<file path="src/rtl/ple_pkg.sv">
// positional list engine package
// sizes, operation and status codes, sequencer state type; no dependencies
`default_nettype none

package ple_pkg;

    localparam int CAPACITY   = 64;
    localparam int DATA_WIDTH = 8;
    localparam int ADDR_W     = $clog2(CAPACITY);
    localparam int POS_W      = $clog2(CAPACITY + 1);

    localparam logic [1:0] FUNC_GET    = 2'd0;
    localparam logic [1:0] FUNC_LOCATE = 2'd1;
    localparam logic [1:0] FUNC_INSERT = 2'd2;
    localparam logic [1:0] FUNC_REMOVE = 2'd3;

    localparam logic [1:0] STATUS_OK    = 2'd0;
    localparam logic [1:0] STATUS_RANGE = 2'd1;
    localparam logic [1:0] STATUS_FULL  = 2'd2;

    typedef enum logic [2:0] {
        S_IDLE,
        S_GET,
        S_LOCATE,
        S_INSERT,
        S_REMOVE
    } state_t;

endpackage

`default_nettype wire

</file>
<file path="src/rtl/positional_list_engine_unit.sv">
// positional list engine top level: element memory plus read-modify-write sequencer
// depends on ple_pkg
`default_nettype none

// A request is taken when start is high and busy is low; its result appears on the
// result ports for one cycle with done high, and the receiver cannot hold it off.
// All elements live in one memory with one write port and one registered read port,
// so the work is paced by that memory: get reads the element at its position;
// locate reads from position 1 upward until the value is found or the list ends;
// insert moves entries up one place from the tail, then writes the new value;
// remove reads the element, then moves the entries behind it down one place.
// done is raised in the cycle after the last busy cycle. A request with a bad
// position or an insert into a full list does not raise busy and reports on the
// next cycle. No clearing pass runs after reset; the list starts empty.
module positional_list_engine_unit (
    input  wire logic                              clk,
    input  wire logic                              rst_n,
    input  wire logic                              start,
    output logic                                   busy,
    input  wire logic [1:0]                        func,
    input  wire logic [ple_pkg::POS_W-1:0]         position,
    input  wire logic [ple_pkg::DATA_WIDTH-1:0]    value,
    output logic                                   done,
    output logic [ple_pkg::DATA_WIDTH-1:0]         read_value,
    output logic [ple_pkg::POS_W-1:0]              found_position,
    output logic [1:0]                             status,
    output logic [ple_pkg::POS_W-1:0]              length_now
);

    // element memory
    logic [ple_pkg::DATA_WIDTH-1:0] mem [ple_pkg::CAPACITY];
    logic                           mem_we;
    logic [ple_pkg::ADDR_W-1:0]     mem_waddr;
    logic [ple_pkg::DATA_WIDTH-1:0] mem_wdata;
    logic [ple_pkg::ADDR_W-1:0]     mem_raddr;
    logic [ple_pkg::DATA_WIDTH-1:0] rd_data_reg;

    always_ff @(posedge clk)
    begin
        if (mem_we)
        begin
            mem[mem_waddr] <= mem_wdata;
        end
        rd_data_reg <= mem[mem_raddr];
    end

    // control state
    ple_pkg::state_t             state_reg, state_next;
    logic [ple_pkg::POS_W-1:0]   count_reg, count_next;
    logic                        pend_reg, pend_next;
    logic                        pcap_reg, pcap_next;
    logic                        done_reg, done_next;

    // working payload
    logic [ple_pkg::POS_W-1:0]      pos_reg, pos_next;
    logic [ple_pkg::DATA_WIDTH-1:0] val_reg, val_next;
    logic [ple_pkg::POS_W-1:0]      k_reg, k_next;
    logic [ple_pkg::POS_W-1:0]      paddr_reg, paddr_next;
    logic [ple_pkg::DATA_WIDTH-1:0] rem_val_reg, rem_val_next;

    // result payload
    logic [ple_pkg::DATA_WIDTH-1:0] rv_reg, rv_next;
    logic [ple_pkg::POS_W-1:0]      fp_reg, fp_next;
    logic [1:0]                     st_reg, st_next;
    logic [ple_pkg::POS_W-1:0]      len_reg, len_next;

    logic                           accept;
    logic                           pos_nonzero;
    logic                           pos_in_list;
    logic                           pos_insertable;
    logic                           list_full;
    logic [ple_pkg::POS_W-1:0]      pos_m1;
    logic [ple_pkg::POS_W-1:0]      in_pos_m1;
    logic [ple_pkg::POS_W-1:0]      k_m1;

    assign busy      = (state_reg != ple_pkg::S_IDLE);
    assign accept    = start && !busy;
    assign pos_nonzero    = (position != '0);
    assign pos_in_list    = pos_nonzero && (position <= count_reg);
    assign pos_insertable = pos_nonzero
                            && ({1'b0, position} <= ({1'b0, count_reg} + 1'b1));
    assign list_full = (count_reg == ple_pkg::POS_W'(ple_pkg::CAPACITY));
    assign pos_m1    = pos_reg - 1'b1;
    assign in_pos_m1 = position - 1'b1;
    assign k_m1      = k_reg - 1'b1;

    always_ff @(posedge clk or negedge rst_n)
    begin
        if (!rst_n)
        begin
            state_reg <= ple_pkg::S_IDLE;
            count_reg <= '0;
            pend_reg  <= 1'b0;
            pcap_reg  <= 1'b0;
            done_reg  <= 1'b0;
        end
        else
        begin
            state_reg <= state_next;
            count_reg <= count_next;
            pend_reg  <= pend_next;
            pcap_reg  <= pcap_next;
            done_reg  <= done_next;
        end
    end

    always_ff @(posedge clk)
    begin
        pos_reg     <= pos_next;
        val_reg     <= val_next;
        k_reg       <= k_next;
        paddr_reg   <= paddr_next;
        rem_val_reg <= rem_val_next;
        rv_reg      <= rv_next;
        fp_reg      <= fp_next;
        st_reg      <= st_next;
        len_reg     <= len_next;
    end

    always_comb
    begin
        state_next   = state_reg;
        count_next   = count_reg;
        pend_next    = 1'b0;
        pcap_next    = 1'b0;
        done_next    = 1'b0;
        pos_next     = pos_reg;
        val_next     = val_reg;
        k_next       = k_reg;
        paddr_next   = paddr_reg;
        rem_val_next = rem_val_reg;
        rv_next      = rv_reg;
        fp_next      = fp_reg;
        st_next      = st_reg;
        len_next     = len_reg;
        mem_we       = 1'b0;
        mem_waddr    = in_pos_m1[ple_pkg::ADDR_W-1:0];
        mem_wdata    = val_reg;
        mem_raddr    = k_reg[ple_pkg::ADDR_W-1:0];

        unique case (state_reg)
            ple_pkg::S_IDLE:
            begin
                if (accept)
                begin
                    pos_next = position;
                    val_next = value;
                    rv_next  = '0;
                    fp_next  = '0;
                    st_next  = ple_pkg::STATUS_OK;
                    len_next = count_reg;
                    unique case (func)
                        ple_pkg::FUNC_GET:
                        begin
                            if (pos_in_list)
                            begin
                                state_next = ple_pkg::S_GET;
                            end
                            else
                            begin
                                st_next   = ple_pkg::STATUS_RANGE;
                                done_next = 1'b1;
                            end
                        end
                        ple_pkg::FUNC_LOCATE:
                        begin
                            k_next     = '0;
                            state_next = ple_pkg::S_LOCATE;
                        end
                        ple_pkg::FUNC_INSERT:
                        begin
                            if (!pos_insertable)
                            begin
                                st_next   = ple_pkg::STATUS_RANGE;
                                done_next = 1'b1;
                            end
                            else if (list_full)
                            begin
                                st_next   = ple_pkg::STATUS_FULL;
                                done_next = 1'b1;
                            end
                            else
                            begin
                                k_next     = count_reg;
                                state_next = ple_pkg::S_INSERT;
                            end
                        end
                        ple_pkg::FUNC_REMOVE:
                        begin
                            if (pos_in_list)
                            begin
                                k_next     = in_pos_m1;
                                state_next = ple_pkg::S_REMOVE;
                            end
                            else
                            begin
                                st_next   = ple_pkg::STATUS_RANGE;
                                done_next = 1'b1;
                            end
                        end
                        default:
                        begin
                            state_next = ple_pkg::S_IDLE;
                        end
                    endcase
                end
            end

            ple_pkg::S_GET:
            begin
                mem_raddr = pos_m1[ple_pkg::ADDR_W-1:0];
                if (!pend_reg)
                begin
                    pend_next = 1'b1;
                end
                else
                begin
                    rv_next    = rd_data_reg;
                    done_next  = 1'b1;
                    state_next = ple_pkg::S_IDLE;
                end
            end

            ple_pkg::S_LOCATE:
            begin
                if (pend_reg && (rd_data_reg == val_reg))
                begin
                    fp_next    = paddr_reg + 1'b1;
                    done_next  = 1'b1;
                    state_next = ple_pkg::S_IDLE;
                end
                else if (k_reg < count_reg)
                begin
                    pend_next  = 1'b1;
                    paddr_next = k_reg;
                    k_next     = k_reg + 1'b1;
                end
                else if (!pend_reg)
                begin
                    done_next  = 1'b1;
                    state_next = ple_pkg::S_IDLE;
                end
            end

            ple_pkg::S_INSERT:
            begin
                // shift entries up from the tail, one read and one write per cycle
                mem_raddr = k_m1[ple_pkg::ADDR_W-1:0];
                if (pend_reg)
                begin
                    mem_we    = 1'b1;
                    mem_waddr = paddr_reg[ple_pkg::ADDR_W-1:0];
                    mem_wdata = rd_data_reg;
                end
                if (k_reg >= pos_reg)
                begin
                    pend_next  = 1'b1;
                    paddr_next = k_reg;
                    k_next     = k_m1;
                end
                else if (!pend_reg)
                begin
                    mem_we     = 1'b1;
                    mem_waddr  = pos_m1[ple_pkg::ADDR_W-1:0];
                    mem_wdata  = val_reg;
                    count_next = count_reg + 1'b1;
                    len_next   = count_reg + 1'b1;
                    done_next  = 1'b1;
                    state_next = ple_pkg::S_IDLE;
                end
            end

            ple_pkg::S_REMOVE:
            begin
                // first read fetches the removed element, later reads shift down
                if (pend_reg)
                begin
                    if (pcap_reg)
                    begin
                        rem_val_next = rd_data_reg;
                    end
                    else
                    begin
                        mem_we    = 1'b1;
                        mem_waddr = paddr_reg[ple_pkg::ADDR_W-1:0];
                        mem_wdata = rd_data_reg;
                    end
                end
                if (k_reg < count_reg)
                begin
                    pend_next  = 1'b1;
                    pcap_next  = (k_reg == pos_m1);
                    paddr_next = k_m1;
                    k_next     = k_reg + 1'b1;
                end
                else if (!pend_reg)
                begin
                    rv_next    = rem_val_reg;
                    count_next = count_reg - 1'b1;
                    len_next   = count_reg - 1'b1;
                    done_next  = 1'b1;
                    state_next = ple_pkg::S_IDLE;
                end
            end

            default:
            begin
                state_next = ple_pkg::S_IDLE;
            end
        endcase
    end

    assign done           = done_reg;
    assign read_value     = rv_reg;
    assign found_position = fp_reg;
    assign status         = st_reg;
    assign length_now     = len_reg;

endmodule

`default_nettype wire
</file>
<file path="config.mk">
export PLATFORM = sky130hd
export DESIGN_NAME = positional_list_engine_unit
export DESIGN_NICKNAME = d
export VERILOG_FILES = /design/src/rtl/ple_pkg.sv /design/src/rtl/positional_list_engine_unit.sv
export SDC_FILE = /design/constraint.sdc
export NUM_CORES = 1
export LEC_CHECK = 0
export BUFFER_PORTS_ARGS = -buffer_cell sky130_fd_sc_hd__buf_2
export CORE_MARGIN = 2
export CORE_UTILIZATION = 30
export DETAILED_ROUTE_END_ITERATION = 16
export GPL_TIMING_DRIVEN = 0
export PLACE_DENSITY = 0.46
export SLEW_MARGIN = 20
export SYNTH_ARGS = -nofsm -noshare
export SYNTH_HDL_FRONTEND = slang
export SYNTH_SLANG_ARGS = --single-unit
</file>
<file path="constraint.sdc">
create_clock -name clk -period 4.4 [get_ports clk]
set_clock_uncertainty 0.15 [all_clocks]
set_input_delay 0.22 -clock clk [delete_from_list [all_inputs] [get_ports clk]]
set_output_delay 0.22 -clock clk [all_outputs]
set_load 0.02 [all_outputs]
</file>
-- Word level (Yosys, flattened, before mapping)
Memories as Yosys holds them, arrays and structs flattened. A register that Yosys moved wholly into a read port is not among the register bits.
Cells that the tools add are included.
- add/subtract/negate cells: 8
- magnitude comparators: 4
- eq/ne operators: 26
- multiplexer cells: 82
- reduce and logical (&&, ||, !) cells: 25
- operators with widths (cell ; count):
    $mux W7 ; 18
    $mux W8 ; 9
    $pmux W7 S3 ; 3
    $mux W3 ; 10
    $mux W6 ; 5
    $pmux W7 S2 ; 2
    $pmux W7 S4 ; 1
    $sub A7 B1 Y7 const B ; 4
    $pmux W6 S2 ; 2
    $pmux W8 S3 ; 1
    $ne A2 B2 Y1 const B ; 11
    $add A7 B1 Y7 const B ; 3
    $mux W1 ; 21
    $pmux W8 S2 ; 1
    $pmux W3 S5 ; 1
    $reduce_and A5 Y1 ; 3
    $ne A3 B3 Y1 const B ; 4
    $pmux W3 S4 ; 1
    $reduce_bool A3 Y1 ; 4
    $add A7 B1 Y8 const B ; 1
    $eq A8 B8 Y1 ; 1
    $le A7 B8 Y1 ; 1
    $reduce_and A8 Y1 ; 1
    $eq A7 B7 Y1 ; 1
    other kinds (27) ; 36
- flip-flop bits (word level): 74
- bits in writable memories: 512
- bits of input ports: 20
- output and inout bits: 26
- logic and storage cells: 160
- memories: 1
- memory list (name ; words ; width ; read ports ; clocked after memory_dff ; write ports ; RTL line ; text):
    mem ; 64 ; 8 ; 1 ; 1 ; 1 ; positional_list_engine_unit.sv:31 ; logic [ple_pkg::DATA_WIDTH-1:0] mem [ple_pkg::CAPACITY];

-- Longest topological paths before layout
Gate-level depths: netlist of run 1.
- word-level depth: 7
- mapped depth: 13
- mapped depth without buffers: 12

-- Worst setup path before layout of run 1
OpenSTA, ideal clock, no wires.
- kind: flip-flop to flip-flop
- from: register k_reg[0] (netlist bit)
- to: memory mem[46][0] (netlist bit), enable pin
- data arrival time: 3.237 ns
- required time: 3.867 ns
- slack: 0.629 ns
- cell stages (with the launch flop): 14
- buffers on the path: 3
- path through: edfxtp_1 buf_2 inv_1 ha_1 nand2b_1 a21o_1 a21o_1 a21o_1 buf_2 or3_1 a32oi_2 nand2b_1 buf_2 nor3_1
- cells in the longest elaborated chain, start to end: 5
- elaborated cells on any way between the ends: 7
- RTL lines (element ; RTL line ; text):
    start: declaration ; positional_list_engine_unit.sv:57 ; logic [ple_pkg::POS_W-1:0] k_reg, k_next;
    start signal: assignment ; positional_list_engine_unit.sv:111 ; k_reg <= k_next;
    $ge A7 B7 Y1 (*) ; positional_list_engine_unit.sv:255 ; if (k_reg >= pos_reg)
    $mux W1 ; positional_list_engine_unit.sv:255 ;
    $pmux W1 S2 ; positional_list_engine_unit.sv:141 ; unique case (state_reg)
    $mux W1 ; positional_list_engine_unit.sv:40 ; if (mem_we)
    $mux W1 (implied by the code) ; positional_list_engine_unit.sv:42 ; mem[mem_waddr] <= mem_wdata;
    end: declaration ; positional_list_engine_unit.sv:31 ;
Mark *: on every way between the ends. The rest lies on a longest branch, timed or not.

-- Final worst setup path of run 1
- from: register k_reg[0] (netlist bit)
- to: register rd_data_reg[2] (netlist bit) (read register of mem)
- cells in the longest elaborated chain, start to end: 2
- RTL lines (element ; RTL line ; text):
    $sub A7 B1 Y7 ; positional_list_engine_unit.sv:85 ; assign k_m1 = k_reg - 1'b1;
    $pmux W6 S2 (*) ; positional_list_engine_unit.sv:141 ;
    end: declaration ; positional_list_engine_unit.sv:36 ; logic [ple_pkg::DATA_WIDTH-1:0] rd_data_reg;
Marked as above.
A chain may end at the register's enable or synchronous reset.

==> impl_metrics.yaml, run 1 <==
cells_and_area:
  final_layout_size_suffix_gt1_share_pct: 16.3
  final_cell_area_mm2: 0.0319
  n_antenna_cell: 0
  fillers: 8436
  largest_reg_flops: 512
  stdcell_count: 3507
  layout.nets: 2360
  regMostFlops: "mem"
  syn2layout_area_growth_pct: 20.4
synth:
  ys_seq_area_share_pct: 66.9
  syn_nets: 2186
  yosys-top-cells-count: "573 x edfxtp_1, 436 x nand2_1, 86 x nand3_1, 80 x nor2_1, 75 x a21oi_1"
  synth_compound_area_share_pct: 11.4
  synth_top_area_share_pct: 65.0
  synth_mux_area_share_pct: 0.766
  synth_xor_area_share_pct: 1.85
  synth_edf_count: 573
  synth_area_leaders: "edfxtp_1 65%, nand2_1 6.2%, ha_1 2.0%, nand3_1 1.6%, a31oi_1 1.5%"
  synth.most_common_cell: "edfxtp_1"
  yosys_warnings: 0
  syn_area_mm2: 0.0265
  async_reset_ff_share_pct: 2.19
  syn_avg_cell_area_um2: 12.5
  synth_cell_types: 80
  netlist_instances: 2124
  yosys_register_bits: 594
  yosys.area.top_type: "edfxtp_1"
  synth_ff_type: "edfxtp_1"
  synth-simple-area-share_pct: 14.2
  synth_top_family_by_area: "simple AND/OR/NAND/NOR gates"
  synth_adder_area_share_pct: 1.99
sta:
  fin_crit_ps: 4350
  fin_ws_ps: 47.0
  finalSetupViolCount: 0
  whs_ps: 194
  worstMarginPinSlew_ps: 1080
  drv_slew: 0
  maxSlewHeadroom_pct: 27.8
  hold_viol: 0
  rsz0062_at_grt: "false"
  max_freq_mhz: 230
  fin_crit_sh_pct: 98.9
floorplan:
  die_x_um: 301
  initial_core_util_pct: 30.4
  io-pin-count: 46
  die_h_um: 301
  rows: 108
  die-area_mm2: 0.0906
  core_area_mm2: 0.0870
critical_path:
  cpPeakStageDelay_ps: 660
  cp.buffers_inverters: 4
  r2r-start: "k_reg[0]$_DFFE_PP_"
  cp_top_family: "buffers and inverters"
  slowest_stage: "clkbuf_1"
  path_cells: "clkbuf_4 > inv_1 > ha_1 > nand3_1 > o21ai_1 > a221o_1 > buf_2 > clkbuf_1 > o21ai_0 > o211ai_1 > and4b_1"
  worstSetupPathType: "reg -> reg"
  reg2reg_slack_ps: 50
  arrival_ps: 4720
  cp-end-kind: "register"
  ff2ff_path_depth: 11
  critical_path.startpoint_type: "register"
  r2r_end: "rd_data_reg[2]$_DFF_P_"
  cp.required_ps: 4760
  path_max_fanout: 10
cts:
  cts_tree: "built"
  htree_levels: 3
  clk_pin_slew_ps: 60
  cts_made_buffers: 68
  root_buffer: "clkbuf_16"
  cts_sinks: 594
  cts_buffer_depth: 3
  clk_latency_ps: 610
placed_design:
  placed_cells: 3336
  dp_hpwl_um: 61200
  dp_slack_ps: -833
  io_buffers: 45
  gp_congestion: 0.927
  dpl-instance-area_mm2: 0.0285
detailed_routing:
  routed_wl_um: 86500
  wl_per_cell_um: 24.7
  drc: 0
  num_vias: 18495
  drtAntennaViolNets: 0
  first_pass_iters: 5
  vias_per_cell: 5.27
  first_iter_violations: 1905
status:
  run_status: "finished, final reports clean"
power_and_ir_drop:
  p_leak_nw: 10.7
  clock_power_share_pct: 23.6
  p_int_mw: 13.4
  power_switching_share_pct: 44.0
  p_total_mw: 24.0
  peakVddDrop_mv: 0.360
  power_density_mw_per_mm2: 754
  switching_power_mw: 10.6
  p_seq_share_pct: 30.2
  combPwrFrac_pct: 46.2
global_routing:
  antenna_found_initial: 4
  grt_usage_pct: 19.1
  grt_start_max_net_pins: 65
  grt_overflow: 0
  grt_pass1_wl_um: 126000
  grt_pass1_vias: 18139
flow_run:
  maxCapViolCount: 0
worst_hold_path:
  hold_depth: 2
  holdPathEnd: "val_reg[1]$_DFFE_PP_"
  hold_path_startpoint: "value[1]"
  hold_path.class: "in -> reg"
-- per-stage QoR --
stage | TNS, ps | utilization [%]
after floorplan | 0 | -
after global placement | -376200 | 32.3
after detailed placement | -221560 | 32.7
after CTS | -22270 | 36.3
after global routing | 0 | 36.6
final | 0 | 36.6
-- area by class of cell --
cell class	instances	area [um^2]	area share, %
Clock inverter	41	440	1.38
Buffer	139	666	2.09
Inverter	30	113	0.353
Tap cell	1155	1450	4.54
Sequential cell	594	17700	55.5
Clock buffer	83	1780	5.58
Multi-Input combinational cell	1357	8690	27.3
Timing Repair Buffer	108	1040	3.25
-- how the worst max path moves through the flow --
stage	startpoint	end	slack (ps)	cells after the start
after floorplan	k_reg[0]$_DFFE_PP_	mem[46][0]$_DFFE_PP_	630	13
after global placement	k_reg[0]$_DFFE_PP_	mem[50][2]$_DFFE_PP_	-1050	12
after detailed placement	k_reg[0]$_DFFE_PP_	mem[46][1]$_DFFE_PP_	-830	12
after CTS	k_reg[0]$_DFFE_PP_	mem[60][6]$_DFFE_PP_	-280	12
after global routing	k_reg[0]$_DFFE_PP_	mem[13][0]$_DFFE_PP_	20	13
final	k_reg[0]$_DFFE_PP_	rd_data_reg[2]$_DFF_P_	50	11
-- layer usage --
layer	wire (um)	part of all wire [%]	vias to the layer above	global-route usage [%]
met5	13	0.015	-	0
met4	2320	2.7	2	5.40
met3	5720	6.6	135	3.62
met2	41100	48	668	31.3
met1	37300	43	9361	25.7
li1	-	-	8329	-
-- logic make-up after synthesis --
logic type | Yosys count
adders and majority gates | 42
buffers and inverters | 173
and+or+nand+nor | 816
xor gates and xnor gates | 56
muxes | 14
AOI/OAI and AO/OA | 429
DFF | 594
-- cell usage in the layout (no fill, tap or decap), types with 12 or more instances in the layout --
master,n
a31oi_1,64
and3_1,34
nand2b_1,12
nor2b_1,44
a21o_1,14
a211oi_1,51
nand4_1,12
nand3_1,81
xnor2_1,40
o21ai_0,51
inv_1,30
buf_12,18
nor3_4,18
nor3_1,14
clkbuf_1,57
edfxtp_1,573
nor2_4,40
ha_1,42
and2_1,19
clkinv_1,16
a221oi_1,16
dfrtp_1,13
dlygate4sd3_1,21
nand2_1,426
o211ai_1,27
a311oi_1,30
a22o_1,13
buf_4,29
a22oi_1,16
clkbuf_16,69
nor2_1,38
buf_2,112
xor2_1,16
a21oi_1,74
-- what timing repair did --
item / in CTS / in global routing
cloned: 0 / 0
pin swaps: 15 / 7
endpoints found under the setup margin: 518 / 479
endpoints found under the hold margin: 32 / 0
hold buffers: 21 / 0
buffers inserted: 21 / 9
gates resized for setup: 92 / 59
-- worst reg2reg max path: stages, from the launching register on --
cell and delay, ps:
edfxtp_1 460, clkbuf_4 240, inv_1 210, ha_1 370, nand3_1 110, o21ai_1 220, a221o_1 210, buf_2 290
clkbuf_1 660, o21ai_0 400, o211ai_1 530, and4b_1 390
-- power groups by stage --
stage,logic (mW),registers [mW],clock network (mW)
after CTS,10.9,7.25,5.78
after global routing,11.8,7.28,6.01
final,11.1,7.25,5.67
after global placement,10.5,7.44,0
after floorplan,6.07,7.42,0
after detailed placement,10.7,7.36,0
Note: power is estimated with default switching activity, not from simulation.
==> run 2: changes to the inputs <==
--- a/config.mk
+++ b/config.mk
@@ -6,10 +6,12 @@
 export NUM_CORES = 1
 export LEC_CHECK = 0
-export BUFFER_PORTS_ARGS = -buffer_cell sky130_fd_sc_hd__buf_2
+export CELL_PAD_IN_SITES_DETAIL_PLACEMENT = 1
+export CELL_PAD_IN_SITES_GLOBAL_PLACEMENT = 2
 export CORE_MARGIN = 2
 export CORE_UTILIZATION = 30
 export DETAILED_ROUTE_END_ITERATION = 16
+export DONT_BUFFER_PORTS = 1
 export GPL_TIMING_DRIVEN = 0
-export PLACE_DENSITY = 0.46
+export PLACE_DENSITY = 0.59
 export SLEW_MARGIN = 20
 export SYNTH_ARGS = -nofsm -noshare
==> constraint.sdc (replaced) <==
create_clock -name clk -period 4.4 [get_ports clk]
set_clock_uncertainty 0.15 [all_clocks]
set_input_delay 0.66 -clock clk [delete_from_list [all_inputs] [get_ports clk]]
set_output_delay 0.66 -clock clk [all_outputs]
set_load 0.02 [all_outputs]
==> run 2 against run 1 <==
Die area is the same. Non-clock buffer count shrank 44. Fmax grew 0.25%. Combinational power is essentially flat. Clock power grew 0.9%. Cell area shrank 0.54%. Critical path depth grew 5. Register-to-register slack is essentially flat.
==> impl_metrics.yaml, run 2 (synthesized netlist as in run 1, its figures left out) <==
detailed_routing:
  vias_per_cell: 5.33
  first_iter_violations: 1377
  first_pass_iters: 5
  num_vias: 18477
  drc: 0
  drtAntennaViolNets: 0
  wl_per_cell_um: 27.5
  routed_wl_um: 95300
global_routing:
  grt_overflow: 0
  grt_start_max_net_pins: 65
  grt_usage_pct: 21.0
  grt_pass1_vias: 19141
  antenna_found_initial: 7
  grt_pass1_wl_um: 137000
floorplan:
  die-area_mm2: 0.0906
  io-pin-count: 46
  die_h_um: 301
  die_x_um: 301
  rows: 108
  initial_core_util_pct: 30.4
  core_area_mm2: 0.0870
placed_design:
  io_buffers: 0
  gp_congestion: 0.902
  placed_cells: 3292
  dp_hpwl_um: 67100
  dp_slack_ps: -704
cts:
  root_buffer: "clkbuf_16"
  clk_pin_slew_ps: 60
  htree_levels: 3
  clk_latency_ps: 630
  cts_buffer_depth: 3
  cts_made_buffers: 71
  cts_tree: "built"
  cts_sinks: 594
sta:
  finalSetupViolCount: 0
  fin_ws_ps: 57.9
  worstMarginPinSlew_ps: 993
  fin_crit_ps: 4340
  drv_slew: 0
  max_freq_mhz: 230
  whs_ps: 141
  rsz0062_at_grt: "true"
  fin_crit_sh_pct: 98.7
  hold_viol: 0
  maxSlewHeadroom_pct: 33.7
power_and_ir_drop:
  peakVddDrop_mv: 0.373
  p_total_mw: 24.4
  power_density_mw_per_mm2: 771
  p_leak_nw: 10.6
cells_and_area:
  layout.nets: 2319
  n_antenna_cell: 0
  multi_input_area_mm2: 0.00865
  final_cell_mix: "573 x edfxtp_1, 426 x nand2_1, 81 x nand3_1"
  seq_area_mm2: 0.0177
  largest_reg_flops: 512
  stdcell_count: 3466
  final_layout_size_suffix_gt1_share_pct: 15.4
  syn2layout_area_growth_pct: 19.8
  regMostFlops: "mem"
  final_util_pct: 36.4
  fillers: 9251
  final_common_cell: "edfxtp_1"
critical_path:
  r2r-start: "k_reg[0]$_DFFE_PP_"
  cp.required_ps: 4620
  cp-end-kind: "register"
  cp-startpoint: "k_reg[0]$_DFFE_PP_"
  path_max_fanout: 10
  critical_path.startpoint_type: "register"
  reg2reg_slack_ps: 60
  arrival_ps: 4560
  worstSetupPathType: "reg -> reg"
worst_hold_path:
  hold_path.class: "in -> reg"
  hold_path_startpoint: "start"
flow_run:
  maxCapViolCount: 0
status:
  run_status: "finished, final reports clean"
run 2: per-layer routing:
layer | GRT usage, % | up-vias | wire length, um
met3 | 3.72 | 161 | 5160
met2 | 33.9 | 495 | 44200
met1 | 28.5 | 9569 | 42800
met5 | 0 | - | 27
met4 | 6.78 | 4 | 3030
li1 | - | 8248 | -
run 2: area by class of cell:
| type | instances | area share, % |
|---|---|---|
| sequential | 594 | 55.8 |
| timing repair buffer | 66 | 2.79 |
| clock buffer | 87 | 5.93 |
| clock inverter | 40 | 1.11 |
| tap | 1155 | 4.56 |
| inverter | 30 | 0.355 |
| buffer | 137 | 2.10 |
| multi-input combinational | 1357 | 27.3 |
run 2: repair_timing:
item                                    in CTS  in global routing
gates resized for setup                    117                 27
pin swaps                                   16                 11
buffers inserted                            24                 13
endpoints found under the setup margin     518                308
hold buffers                                16                  0
endpoints found under the hold margin       28                  0
run 2: worst paths after layout:
kind                       cells after the start                  endpoint
min reg2reg                                    0  rem_val_reg[2]$_DFFE_PP_
max in group asynchronous                      1  state_reg[2]$_DFFE_PN0P_
max reg2reg                                   16       mem[3][1]$_DFFE_PP_
max                                           16       mem[3][1]$_DFFE_PP_
min in group asynchronous                      1  count_reg[0]$_DFFE_PN0P_
min                                            2  state_reg[0]$_DFFE_PN0P_
run 2: critical path, cell delays in order (launching register included):
cell and delay [ps]:
edfxtp_1 380, buf_2 280, inv_1 190, ha_1 320, nand2b_1 150, a21o_1 180, a21o_1 210, a21o_1 180
buf_2 200, or3_1 420, a32oi_4 270, buf_12 170, buf_12 130, or3_1 240, clkbuf_4 360, nor2_4 70
buf_4 170
run 2: report_power, final:
group | switching [mW] | internal (mW) | total [mW]
registers | 0.401 | 7.01 | 7.41
logic | 8.27 | 3.05 | 11.3
clock network | 2.39 | 3.34 | 5.72
run 2: metrics by stage:
stage | setup TNS, ps | instance area [um^2]
floorplan | 0 | 26500
CTS | 0 | 31400
global route | -714 | 31700
finish | 0 | 31700
global placement | -471990 | 27900
detailed placement | -258250 | 28300
==> run 3: changes to the inputs <==
PLACE_DENSITY = 0.68   (was 0.59)
==> run 3 against run 2 <==
Fmax is 3.2% lower. The run now ends with negative setup slack left. Largest cell class unchanged. Non-clock buffer count decreased by 7. Clock power down 2%. Critical endpoint is now mem[28][7]$_DFFE_PP_. Critical path type unchanged.
==> impl_metrics.yaml, run 3 (synthesized netlist as in run 1, its figures left out) <==
placed_design:
  placed_cells: 3287
  gp_congestion: 0.910
  dp_hpwl_um: 64700
  io_buffers: 0
sta:
  worstMarginPinSlew_ps: 1340
  max_freq_mhz: 223
  maxSlewHeadroom_pct: 10.5
  whs_ps: 132
  finalSetupViolCount: 80
  hold_viol: 0
  fin_tns_setup_ps: -2550
  fin_ws_ps: -87.5
  fin_crit_sh_pct: 102
  drv_slew: 0
  rsz0062_at_grt: "true"
  fin_crit_ps: 4490
critical_path:
  ff2ff_path_depth: 13
  arrival_ps: 4610
  critical_path.startpoint_type: "register"
  r2r-start: "k_reg[0]$_DFFE_PP_"
  cp.required_ps: 4520
  worstSetupPathType: "reg -> reg"
  r2r_end: "mem[28][7]$_DFFE_PP_"
  path_max_fanout: 10
  reg2reg_slack_ps: -90
  cp-end-kind: "register"
floorplan:
  core_area_mm2: 0.0870
  rows: 108
  initial_core_util_pct: 30.4
  io-pin-count: 46
  die-area_mm2: 0.0906
  die_x_um: 301
  die_h_um: 301
worst_hold_path:
  hold_depth: 2
  holdPathEnd: "state_reg[0]$_DFFE_PN0P_"
  hold_path.class: "in -> reg"
  hold_path_startpoint: "start"
detailed_routing:
  first_pass_iters: 5
  drc: 0
  wl_per_cell_um: 26.4
  vias_per_cell: 5.39
  routed_wl_um: 91400
  num_vias: 18611
  first_iter_violations: 1418
  drtAntennaViolNets: 0
cells_and_area:
  stdcell_count: 3455
  layout.nets: 2310
  final_cell_mix: "573 x edfxtp_1, 426 x nand2_1, 83 x nand3_1"
  fillers: 9213
  regMostFlops: "mem"
  largest_reg_flops: 512
  syn2layout_area_growth_pct: 19.2
  final_layout_size_suffix_gt1_share_pct: 14.9
  final_common_cell: "edfxtp_1"
power_and_ir_drop:
  p_seq_share_pct: 30.7
  p_int_mw: 13.3
  switching_power_mw: 10.9
  power_density_mw_per_mm2: 765
  power_switching_share_pct: 45.1
  p_leak_nw: 10.5
  peakVddDrop_mv: 0.340
  combPwrFrac_pct: 46.2
  clock_power_share_pct: 23.1
global_routing:
  grt_usage_pct: 20.1
  antenna_found_initial: 5
  grt_pass1_wl_um: 133000
  grt_pass1_vias: 19255
  grt_start_max_net_pins: 65
  grt_overflow: 0
cts:
  cts_sinks: 594
  htree_levels: 3
  cts_buffer_depth: 3
  root_buffer: "clkbuf_16"
  cts_made_buffers: 69
  clk_latency_ps: 630
  clk_pin_slew_ps: 60
  cts_tree: "built"
status:
  failed_checks: "negative setup slack"
  run_status: "complete, but fails checks"
flow_run:
  maxCapViolCount: 0
-- run 3: area by class of cell --
class | instances | area (um^2) | share of cell area, %
sequential | 594 | 17700 | 56.1
multi-input combinational | 1357 | 8670 | 27.5
clock buffer | 88 | 1860 | 5.89
tap | 1155 | 1450 | 4.58
timing repair buffer | 57 | 771 | 2.44
buffer | 139 | 681 | 2.16
clock inverter | 33 | 308 | 0.976
inverter | 30 | 113 | 0.357
antenna | 2 | 5.00 | 0.0159
-- run 3: worst max path at each step --
stage,startpoint,endpoint,cells after the start
global route,k_reg[0]$_DFFE_PP_,mem[28][7]$_DFFE_PP_,13
global placement,k_reg[0]$_DFFE_PP_,mem[50][2]$_DFFE_PP_,12
floorplan,k_reg[0]$_DFFE_PP_,mem[46][0]$_DFFE_PP_,13
finish,k_reg[0]$_DFFE_PP_,mem[28][7]$_DFFE_PP_,13
CTS,k_reg[1]$_DFFE_PP_,rd_data_reg[4]$_DFF_P_,12
detailed placement,k_reg[0]$_DFFE_PP_,mem[49][3]$_DFFE_PP_,12
-- run 3: critical path, cell delays in order (launching register included) --
cell and delay (ps):
edfxtp_1 420, buf_4 220, inv_1 140, ha_1 320, nand2b_1 120, a21o_1 110, a21o_1 180, a21o_1 130
buf_2 240, a21oi_1 100, o211ai_1 370, clkbuf_1 410, nand3_1 680, nor2_4 540
-- run 3: through the flow --
| step | util [%] | area (um^2) | power [mW] | setup slack (ps) |
|---|---|---|---|---|
| after CTS | 35.9 | 31300 | 24.0 | 10.1 |
| after floorplan | - | 26500 | 13.5 | 629 |
| after global placement | 32.1 | 27900 | 17.9 | -864 |
| final | 36.2 | 31500 | 24.1 | -87.5 |
| after global routing | 36.2 | 31500 | 25.2 | -242 |
| after detailed placement | 32.4 | 28200 | 18.2 | -707 |
-- run 3: power groups by stage --
stage / Sequential, mW / Clock (mW) / Combinational (mW)
6_report: 7.40 / 5.58 / 11.2
5_1_grt: 7.44 / 5.87 / 11.9
4_1_cts: 7.40 / 5.68 / 10.9
3_5_place_dp: 7.52 / 0 / 10.7
3_3_place_gp: 7.58 / 0 / 10.3
2_1_floorplan: 7.42 / 0 / 6.07
-- run 3: per-layer routing --
layer | GRT usage, % | share of wire, % | vias up
met3 | 4.22 | 6.2 | 173
met4 | 7.33 | 3.5 | 2
met5 | 0 | 0.014 | -
li1 | - | - | 8221
met2 | 33.3 | 48 | 636
met1 | 25.9 | 42 | 9579
-- run 3: timing repair --
action	4_1_cts	5_1_grt
hold buffers	16	0
buffers inserted	18	15
hold endpoints to repair	28	0
gates resized for setup	114	42
pin swaps	12	10
endpoints found under the setup margin	520	380
